File: src/rtl/sec_pkg.sv
package sec_pkg;

    localparam int DEF_MAX_POINTS_PER_DIR = 256;
    localparam int DEF_MAX_ORDER          = 4;

    localparam int DIM_W       = 2;
    localparam int COUNT_W     = 9;
    localparam int ORDER_W     = 3;
    localparam int NODE_W      = 24;
    localparam int CFG_INDEX_W = 3;
    localparam int CFG_DATA_W  = 9;

    typedef enum logic [CFG_INDEX_W-1:0] {
        CFG_DIMENSION_COUNT = 3'd0,
        CFG_COUNT_U         = 3'd1,
        CFG_COUNT_V         = 3'd2,
        CFG_COUNT_W         = 3'd3,
        CFG_ORDER_U         = 3'd4,
        CFG_ORDER_V         = 3'd5,
        CFG_ORDER_W         = 3'd6
    } t_cfg_index;

    typedef struct packed {
        logic [DIM_W-1:0]   dimension_count;
        logic [COUNT_W-1:0] count_u;
        logic [COUNT_W-1:0] count_v;
        logic [COUNT_W-1:0] count_w;
        logic [ORDER_W-1:0] order_u;
        logic [ORDER_W-1:0] order_v;
        logic [ORDER_W-1:0] order_w;
    } t_cfg;

    typedef enum logic [2:0] {
        ST_IDLE,
        ST_SETUP_A,
        ST_SETUP_B,
        ST_SETUP_C,
        ST_EMIT
    } t_state;

    typedef struct packed {
        logic capture;
        logic setup_a;
        logic setup_b;
        logic setup_c;
        logic step;
    } t_cmd;

    typedef struct packed {
        logic qualify;
        logic last;
    } t_status;

endpackage

File: src/rtl/sec_cfg_regs.sv
module sec_cfg_regs
    import sec_pkg::*;
(
    input  logic                   i_clk,
    input  logic                   i_rst_n,
    input  logic                   i_cfg_we,
    input  logic [CFG_INDEX_W-1:0] i_cfg_index,
    input  logic [CFG_DATA_W-1:0]  i_cfg_data,
    output t_cfg                   o_cfg
);

    t_cfg r_cfg;

    always_ff @(posedge i_clk) begin
        if (!i_rst_n) begin
            r_cfg.dimension_count <= DIM_W'(3);
            r_cfg.count_u         <= COUNT_W'(1);
            r_cfg.count_v         <= COUNT_W'(1);
            r_cfg.count_w         <= COUNT_W'(1);
            r_cfg.order_u         <= ORDER_W'(1);
            r_cfg.order_v         <= ORDER_W'(1);
            r_cfg.order_w         <= ORDER_W'(1);
        end else if (i_cfg_we) begin
            unique case (t_cfg_index'(i_cfg_index))
                CFG_DIMENSION_COUNT: r_cfg.dimension_count <= i_cfg_data[DIM_W-1:0];
                CFG_COUNT_U:         r_cfg.count_u         <= i_cfg_data[COUNT_W-1:0];
                CFG_COUNT_V:         r_cfg.count_v         <= i_cfg_data[COUNT_W-1:0];
                CFG_COUNT_W:         r_cfg.count_w         <= i_cfg_data[COUNT_W-1:0];
                CFG_ORDER_U:         r_cfg.order_u         <= i_cfg_data[ORDER_W-1:0];
                CFG_ORDER_V:         r_cfg.order_v         <= i_cfg_data[ORDER_W-1:0];
                CFG_ORDER_W:         r_cfg.order_w         <= i_cfg_data[ORDER_W-1:0];
                default: begin
                end
            endcase
        end
    end

    assign o_cfg = r_cfg;

endmodule

File: src/rtl/sec_ctrl.sv
module sec_ctrl
    import sec_pkg::*;
(
    input  logic    i_clk,
    input  logic    i_rst_n,
    input  logic    i_in_valid,
    output logic    o_in_stall,
    output logic    o_out_valid,
    input  logic    i_out_stall,
    input  t_status i_status,
    output t_cmd    o_cmd
);

    t_state r_state;
    t_state n_state;

    always_ff @(posedge i_clk) begin
        if (!i_rst_n) begin
            r_state <= ST_IDLE;
        end else begin
            r_state <= n_state;
        end
    end

    always_comb begin
        n_state     = r_state;
        o_cmd       = '0;
        o_in_stall  = 1'b1;
        o_out_valid = 1'b0;
        unique case (r_state)
            ST_IDLE: begin
                o_in_stall = 1'b0;
                if (i_in_valid) begin
                    o_cmd.capture = 1'b1;
                    if (i_status.qualify) begin
                        n_state = ST_SETUP_A;
                    end
                end
            end
            ST_SETUP_A: begin
                o_cmd.setup_a = 1'b1;
                n_state       = ST_SETUP_B;
            end
            ST_SETUP_B: begin
                o_cmd.setup_b = 1'b1;
                n_state       = ST_SETUP_C;
            end
            ST_SETUP_C: begin
                o_cmd.setup_c = 1'b1;
                n_state       = ST_EMIT;
            end
            ST_EMIT: begin
                o_out_valid = 1'b1;
                if (!i_out_stall) begin
                    o_cmd.step = 1'b1;
                    if (i_status.last) begin
                        n_state = ST_IDLE;
                    end
                end
            end
            default: begin
                n_state = ST_IDLE;
            end
        endcase
    end

endmodule

File: src/rtl/sec_datapath.sv
module sec_datapath
    import sec_pkg::*;
#(
    parameter int MAX_POINTS_PER_DIR = DEF_MAX_POINTS_PER_DIR,
    parameter int MAX_ORDER          = DEF_MAX_ORDER
) (
    input  logic              i_clk,
    input  logic              i_rst_n,
    input  t_cfg              i_cfg,
    input  logic              i_span_u_nonempty,
    input  logic              i_span_v_nonempty,
    input  logic              i_span_w_nonempty,
    input  t_cmd              i_cmd,
    output t_status           o_status,
    output logic [NODE_W-1:0] o_node_number
);

    localparam int PW = $clog2(MAX_POINTS_PER_DIR);
    localparam int CW = $clog2(MAX_POINTS_PER_DIR + 1);
    localparam int OW = (MAX_ORDER > 1) ? $clog2(MAX_ORDER + 1) : 1;
    localparam int JW = (MAX_ORDER > 1) ? $clog2(MAX_ORDER) : 1;

    function automatic logic [CW-1:0] f_count(input logic [COUNT_W-1:0] c);
        logic [31:0] x;
        x = 32'(c);
        if (x == 32'd0) begin
            x = 32'd1;
        end else if (x > 32'(MAX_POINTS_PER_DIR)) begin
            x = 32'(MAX_POINTS_PER_DIR);
        end
        return CW'(x);
    endfunction

    function automatic logic [OW-1:0] f_order(input logic [ORDER_W-1:0] p);
        logic [31:0] x;
        x = 32'(p);
        if (x == 32'd0) begin
            x = 32'd1;
        end else if (x > 32'(MAX_ORDER)) begin
            x = 32'(MAX_ORDER);
        end
        return OW'(x);
    endfunction

    logic              dim_ge2;
    logic              dim_ge3;
    logic [CW-1:0]     cu;
    logic [CW-1:0]     cv;
    logic [CW-1:0]     cw;
    logic [OW-1:0]     pu;
    logic [OW-1:0]     pv;
    logic [OW-1:0]     pw;
    logic [JW-1:0]     pu_m1;
    logic [JW-1:0]     pv_m1;
    logic [JW-1:0]     pw_m1;
    logic              fv;
    logic              fw;
    logic              u_wrap;
    logic              v_wrap;
    logic              w_wrap;
    logic [NODE_W-1:0] row_next;

    logic [PW-1:0]     r_pos_u;
    logic [PW-1:0]     r_pos_v;
    logic [PW-1:0]     r_pos_w;
    logic [NODE_W-1:0] r_running;
    logic [NODE_W-1:0] r_run_cap;
    logic [NODE_W-1:0] r_plane;
    logic [NODE_W-1:0] r_offv;
    logic [NODE_W-1:0] r_pstep;
    logic [NODE_W-1:0] r_plane_base;
    logic [NODE_W-1:0] r_row_base;
    logic [NODE_W-1:0] r_node;
    logic [JW-1:0]     r_j1;
    logic [JW-1:0]     r_j2;
    logic [JW-1:0]     r_j3;

    always_comb begin
        dim_ge2 = (i_cfg.dimension_count >= DIM_W'(2));
        dim_ge3 = (i_cfg.dimension_count == DIM_W'(3));
        cu      = f_count(i_cfg.count_u);
        cv      = dim_ge2 ? f_count(i_cfg.count_v) : CW'(1);
        cw      = dim_ge3 ? f_count(i_cfg.count_w) : CW'(1);
        pu      = f_order(i_cfg.order_u);
        pv      = dim_ge2 ? f_order(i_cfg.order_v) : OW'(1);
        pw      = dim_ge3 ? f_order(i_cfg.order_w) : OW'(1);
        pu_m1   = JW'(32'(pu) - 32'd1);
        pv_m1   = JW'(32'(pv) - 32'd1);
        pw_m1   = JW'(32'(pw) - 32'd1);
        fv      = dim_ge2 ? i_span_v_nonempty : 1'b1;
        fw      = dim_ge3 ? i_span_w_nonempty : 1'b1;
        u_wrap  = (32'(r_pos_u) + 32'd1) >= 32'(cu);
        v_wrap  = (32'(r_pos_v) + 32'd1) >= 32'(cv);
        w_wrap  = (32'(r_pos_w) + 32'd1) >= 32'(cw);
        o_status.qualify = ((32'(r_pos_u) + 32'd1) >= 32'(pu))
                        && ((32'(r_pos_v) + 32'd1) >= 32'(pv))
                        && ((32'(r_pos_w) + 32'd1) >= 32'(pw))
                        && i_span_u_nonempty && fv && fw;
        o_status.last = (r_j1 == '0) && (r_j2 == '0) && (r_j3 == '0);
        row_next = r_plane_base + r_pstep;
    end

    always_ff @(posedge i_clk) begin
        if (!i_rst_n) begin
            r_pos_u   <= '0;
            r_pos_v   <= '0;
            r_pos_w   <= '0;
            r_running <= '0;
        end else if (i_cmd.capture) begin
            r_running <= r_running + NODE_W'(1);
            if (u_wrap) begin
                r_pos_u <= '0;
                if (v_wrap) begin
                    r_pos_v <= '0;
                    if (w_wrap) begin
                        r_pos_w   <= '0;
                        r_running <= '0;
                    end else begin
                        r_pos_w <= r_pos_w + PW'(1);
                    end
                end else begin
                    r_pos_v <= r_pos_v + PW'(1);
                end
            end else begin
                r_pos_u <= r_pos_u + PW'(1);
            end
        end
    end

    always_ff @(posedge i_clk) begin
        if (i_cmd.capture) begin
            r_run_cap <= r_running;
        end
        if (i_cmd.setup_a) begin
            r_plane <= NODE_W'(32'(cu) * 32'(cv));
            r_offv  <= NODE_W'(32'(cu) * 32'(pv_m1));
        end
        if (i_cmd.setup_b) begin
            r_plane_base <= r_run_cap - NODE_W'(r_plane * NODE_W'(pw_m1));
            r_pstep      <= r_plane - r_offv;
        end
        if (i_cmd.setup_c) begin
            r_row_base <= r_plane_base - r_offv;
            r_node     <= r_plane_base - r_offv - NODE_W'(pu_m1);
            r_j1       <= pu_m1;
            r_j2       <= pv_m1;
            r_j3       <= pw_m1;
        end
        if (i_cmd.step) begin
            if (r_j1 != '0) begin
                r_j1   <= r_j1 - JW'(1);
                r_node <= r_node + NODE_W'(1);
            end else if (r_j2 != '0) begin
                r_j2       <= r_j2 - JW'(1);
                r_j1       <= pu_m1;
                r_row_base <= r_row_base + NODE_W'(cu);
                r_node     <= r_row_base + NODE_W'(cu) - NODE_W'(pu_m1);
            end else if (r_j3 != '0) begin
                r_j3         <= r_j3 - JW'(1);
                r_j2         <= pv_m1;
                r_j1         <= pu_m1;
                r_plane_base <= r_plane_base + r_plane;
                r_row_base   <= row_next;
                r_node       <= row_next - NODE_W'(pu_m1);
            end
        end
    end

    assign o_node_number = r_node;

endmodule

File: src/rtl/spline_element_connectivity.sv
// Channel   Direction  Handshake                 Payload
// input     in         i_in_valid / o_in_stall   i_span_u/v/w_nonempty
// output    out        o_out_valid / i_out_stall o_node_number, o_element_end
// config    in         i_cfg_we                  i_cfg_index, i_cfg_data
//
// A point that closes no element is taken and the block stays idle. A point that
// closes an element is transferred, passes the three setup steps A, B and C in the
// datapath, then emits order_u*order_v*order_w node numbers, one per transfer.
// Reset clears the point counters and loads the default configuration.
// A stall on the output holds the current node number; no new point is taken
// until the last node number of the element has been transferred.
module spline_element_connectivity
    import sec_pkg::*;
#(
    parameter int MAX_POINTS_PER_DIR = DEF_MAX_POINTS_PER_DIR,
    parameter int MAX_ORDER          = DEF_MAX_ORDER
) (
    input  logic                   i_clk,
    input  logic                   i_rst_n,
    input  logic                   i_cfg_we,
    input  logic [CFG_INDEX_W-1:0] i_cfg_index,
    input  logic [CFG_DATA_W-1:0]  i_cfg_data,
    input  logic                   i_in_valid,
    output logic                   o_in_stall,
    input  logic                   i_span_u_nonempty,
    input  logic                   i_span_v_nonempty,
    input  logic                   i_span_w_nonempty,
    output logic                   o_out_valid,
    input  logic                   i_out_stall,
    output logic [NODE_W-1:0]      o_node_number,
    output logic                   o_element_end
);

    t_cfg    cfg;
    t_cmd    cmd;
    t_status status;

    sec_cfg_regs u_cfg_regs (
        .i_clk       (i_clk),
        .i_rst_n     (i_rst_n),
        .i_cfg_we    (i_cfg_we),
        .i_cfg_index (i_cfg_index),
        .i_cfg_data  (i_cfg_data),
        .o_cfg       (cfg)
    );

    sec_ctrl u_ctrl (
        .i_clk       (i_clk),
        .i_rst_n     (i_rst_n),
        .i_in_valid  (i_in_valid),
        .o_in_stall  (o_in_stall),
        .o_out_valid (o_out_valid),
        .i_out_stall (i_out_stall),
        .i_status    (status),
        .o_cmd       (cmd)
    );

    sec_datapath #(
        .MAX_POINTS_PER_DIR (MAX_POINTS_PER_DIR),
        .MAX_ORDER          (MAX_ORDER)
    ) u_datapath (
        .i_clk             (i_clk),
        .i_rst_n           (i_rst_n),
        .i_cfg             (cfg),
        .i_span_u_nonempty (i_span_u_nonempty),
        .i_span_v_nonempty (i_span_v_nonempty),
        .i_span_w_nonempty (i_span_w_nonempty),
        .i_cmd             (cmd),
        .o_status          (status),
        .o_node_number     (o_node_number)
    );

    assign o_element_end = status.last;

endmodule
File: config.mk
export PLATFORM = sky130hd
export DESIGN_NAME = spline_element_connectivity
export DESIGN_NICKNAME = d
export VERILOG_FILES = /design/src/rtl/sec_pkg.sv /design/src/rtl/sec_cfg_regs.sv /design/src/rtl/sec_ctrl.sv /design/src/rtl/sec_datapath.sv /design/src/rtl/spline_element_connectivity.sv
export SDC_FILE = /design/constraint.sdc
export NUM_CORES = 1
export LEC_CHECK = 0
export BUFFER_PORTS_ARGS = -buffer_cell sky130_fd_sc_hd__buf_2
export CAP_MARGIN = 40
export CELL_PAD_IN_SITES_DETAIL_PLACEMENT = 0
export CELL_PAD_IN_SITES_GLOBAL_PLACEMENT = 1
export CORE_MARGIN = 3
export CORE_UTILIZATION = 45
export CTS_BUF_LIST = sky130_fd_sc_hd__clkbuf_16
export CTS_CLUSTER_DIAMETER = 80
export DETAILED_ROUTE_END_ITERATION = 8
export PLACE_DENSITY = 0.79
export SLEW_MARGIN = 0
export SYNTH_ARGS = -nofsm -noshare
export SYNTH_HDL_FRONTEND = slang
export SYNTH_SLANG_ARGS = --single-unit
File: constraint.sdc
create_clock -name i_clk -period 11.4 [get_ports i_clk]
set_clock_uncertainty 0.1 [all_clocks]
set_input_delay 0.57 -clock i_clk [delete_from_list [all_inputs] [get_ports i_clk]]
set_output_delay 0.57 -clock i_clk [all_outputs]
set_load 0.02 [all_outputs]
==> reports/metrics.yaml <==
outcome: "finished, final reports clean"
num-nets-final: 2986
root_buffer: "clkbuf_16"
postCtsSetupBuffers: 0
ff2ff_path_depth: 22
finalSetupViolCount: 0
antenna_found_initial: 1
rsz0062_at_grt: "false"
die_y_um: 226
clockBufferDepth: 3
yosys_warnings: 0
cts_tree: "built"
die_w_um: 226
r2r-start: "u_cfg_regs.o_cfg[37]"
worst_hold_slack_ns: 0.205
crit_fanout: 17
htreeDepth: 2
dp_hpwl_um: 51500
power_uw: 4500
rows: 79
final_area_um2: 23700
startpoint: "u_cfg_regs.o_cfg[37]"
syn_nets: 2986
drv_cap: 0
drtIter0Drc: 1462
grt_max_degree: 68
drc: 0
timing.setup.tns_ns: 0
yosysUniqueCellTypes: 96
drive_above_1_share_pct: 6.89
netlist_instances: 2703
hold_class: "primary input to flop"
core-area_um2: 47100
end_kind: "flop"
ctsResizeCount: 0
via_per_inst: 5.91
gr-total-overflow: 0
ys_ff_latch: 239
worstSetupPathType: "flop to flop"
relSlewSlack_pct: 35.2
dp.cells: 3274
area_delta_synth_final_pct: 8.85
path_clk_slew_ns: 0.06
wirelength_um: 66200
rrSetupSlack_ns: 4.74
layout.cells.non_filler: 3336
cellLeakagePower_uw: 0.0100
worst_slew_pin_slew_ns: 0.969
period_share_pct: 58.4
required_ns: 11.70
fmaxAchievable_mhz: 150
vdd_ir_drop_max_mv: 0.0921
grt_util_all_layers_pct: 25.9
place_congestion: 0.933
dpl-instance-area_um2: 22600
cts_hold_buf: 0
synthArstFlopShare_pct: 0
vias: 19700
synthFlopType: "dfxtp_1"
ys_seq_area_share_pct: 25.3
grt_pass1_vias: 19100
arrival_ns: 6.96
drv_slew: 0
synth_edf_count: 72
pin_count: 47
r2r_end: "u_datapath.r_plane_base[21]"
hold_viol_final: 0
hp-start: "i_cfg_data[5]"
clk_latency_ns: 0.56
fillCellCount: 4538
num_antenna_cells: 0
fp.dieArea_um2: 51100
cts.sinks: 239
startpoint_type: "flop"
numCtsBuffers: 34
hold_end: "u_cfg_regs.o_cfg[14]"
grt_pass1_wl_um: 105000
layout_min_cycle_time_ns: 6.66
detail_route.wl_per_cell_um: 19.9
drtAntennaViolNets: 0
firstDrtPassIters: 6
syn_area_um2: 21800
worstHoldPathCells: 3
avgSynthCellArea_um2: 8.06
port_buffers: 46
p_per_area_nw_per_um2: 190
initial_utilization_pct: 46.2
==> state kept, by name, indices dropped and copies added, names as in the netlist <==
register	cells
u_cfg_regs.o_cfg	38
u_ctrl.r_state	3
u_datapath.o_node_number	24
u_datapath.r_j1	2
u_datapath.r_j2	2
u_datapath.r_j3	2
u_datapath.r_offv	11
u_datapath.r_plane	18
u_datapath.r_plane_base	24
u_datapath.r_pos_u	8
u_datapath.r_pos_v	8
u_datapath.r_pos_w	8
u_datapath.r_pstep	19
u_datapath.r_row_base	24
u_datapath.r_run_cap	24
u_datapath.r_running	24
==> synth_stat cells (7+ instances only) <==
| cell type | count | area [um^2] |
|---|---|---|
| a31oi_1 | 21 | 131 |
| inv_1 | 164 | 616 |
| dfxtp_1 | 167 | 3340 |
| o211ai_1 | 19 | 143 |
| clkbuf_1 | 98 | 368 |
| fa_1 | 61 | 1220 |
| nor4_1 | 14 | 87.6 |
| a211oi_1 | 29 | 218 |
| nand4b_1 | 10 | 87.6 |
| nand2b_1 | 24 | 150 |
| and3_1 | 38 | 238 |
| edfxtp_1 | 72 | 2160 |
| nor2_1 | 254 | 953 |
| nor2b_1 | 35 | 219 |
| nand3_1 | 92 | 460 |
| o22ai_1 | 52 | 325 |
| or3_1 | 28 | 175 |
| nand3b_1 | 11 | 82.6 |
| o21a_1 | 23 | 173 |
| mux2i_1 | 17 | 170 |
| and2_1 | 60 | 375 |
| o21bai_1 | 15 | 113 |
| nor3_1 | 69 | 345 |
| a21o_1 | 57 | 428 |
| a22oi_1 | 8 | 60.1 |
| nand4_1 | 16 | 100 |
| o221ai_1 | 17 | 149 |
| xor2_1 | 111 | 972 |
| o21ai_1 | 12 | 60.1 |
| a21oi_1 | 191 | 956 |
| ha_1 | 202 | 2530 |
| or2_2 | 21 | 131 |
| nor3b_1 | 9 | 67.6 |
| a21boi_0 | 9 | 67.6 |
| o21ai_0 | 126 | 631 |
| a211o_1 | 7 | 61.3 |
| nand2_1 | 293 | 1100 |
| a221oi_1 | 7 | 61.3 |
| xnor2_1 | 129 | 1130 |
==> metrics by stage <==
step                      worst slack, ns  utilization [%]
after global routing                 4.28             50.3
after detailed placement             4.84             47.9
after floorplan                      5.62                -
final                                4.74             50.3
after global placement               4.88             47.8
after CTS                            4.80             50.3
==> worst max-delay path, stage by stage, from the launching register on <==
cell       delay, ns
dfxtp_1         0.57
nand2_1         0.26
nor2_1          0.79
and2_1          0.24
ha_1            0.27
a21oi_1         0.21
o21bai_1        0.09
a21oi_1         0.23
o21ba_2         0.17
o21ai_0         0.16
o211a_1         0.26
o21a_1          0.17
o21ai_0         0.42
mux2i_1         0.17
a2111oi_0       0.57
ha_1            0.40
a21o_1          0.24
a21o_1          0.18
a21o_1          0.18
a31o_2          0.25
a211oi_1        0.28
xnor2_1         0.15
o221ai_1        0.12
==> power by group <==
part / internal, uW / switching [uW]
combinational: 834 / 1370
sequential: 1000 / 225
clock: 632 / 429
total: 2470 / 2030
==> layer usage <==
| layer | part of all wire, % | track usage [%] |
|---|---|---|
| met5 | 0.020 | 0 |
| met2 | 47 | 44.2 |
| met3 | 5.0 | 3.76 |
| met1 | 43 | 32.8 |
| met4 | 4.3 | 10.5 |
==> layout make-up <==
| class | count | area [um^2] | share of cell area, % |
|---|---|---|---|
| multi-input cells | 2192 | 15300 | 64.4 |
| flip-flops and latches | 239 | 5510 | 23.2 |
| clock buffers | 35 | 876 | 3.69 |
| well taps | 607 | 759 | 3.20 |
| inverters | 166 | 623 | 2.63 |
| repair buffers | 70 | 445 | 1.88 |
| clock inverters | 27 | 235 | 0.992 |
==> cells by family after synthesis <==
kind of cell / count (synthesis) / synth area share, %
flip-flops: 239 / 25.3
XOR/XNOR: 243 / 9.88
multiplexers: 19 / 0.885
adder cells (fa/ha/maj): 263 / 17.2
AO/OA/AOI/OAI: 665 / 19.7
AND/OR/NAND/NOR: 1002 / 22.3
buffers and inverters: 272 / 4.72
==> cells in the final DEF (no fill, tap or decap), drive strengths merged, types with 52 or more instances in the layout <==
| cell | Yosys | final |
|---|---|---|
| a21o | 57 | 57 |
| dfxtp | 167 | 167 |
| buf | 8 | 70 |
| nand3 | 93 | 93 |
| nor2 | 254 | 254 |
| a21oi | 192 | 192 |
| and2 | 61 | 61 |
| o21ai | 139 | 139 |
| edfxtp | 72 | 72 |
| o22ai | 52 | 52 |
| fa | 61 | 61 |
| nand2 | 293 | 293 |
| nor3 | 70 | 70 |
| ha | 202 | 202 |
| inv | 165 | 174 |
| xor2 | 112 | 112 |
| xnor2 | 131 | 131 |
==> how the worst max path moves through the flow <==
stage	end	slack (ns)	cells after the start
after floorplan	u_datapath.r_plane[17]	5.62	24
after detailed placement	u_datapath.r_plane[17]	4.84	22
after global placement	u_datapath.r_plane[17]	4.88	22
after CTS	u_datapath.r_plane[17]	4.80	22
final	u_datapath.r_plane_base[21]	4.74	22
after global routing	u_datapath.r_plane_base[21]	4.28	22
No activity file was read; power rests on OpenSTA's default activity.
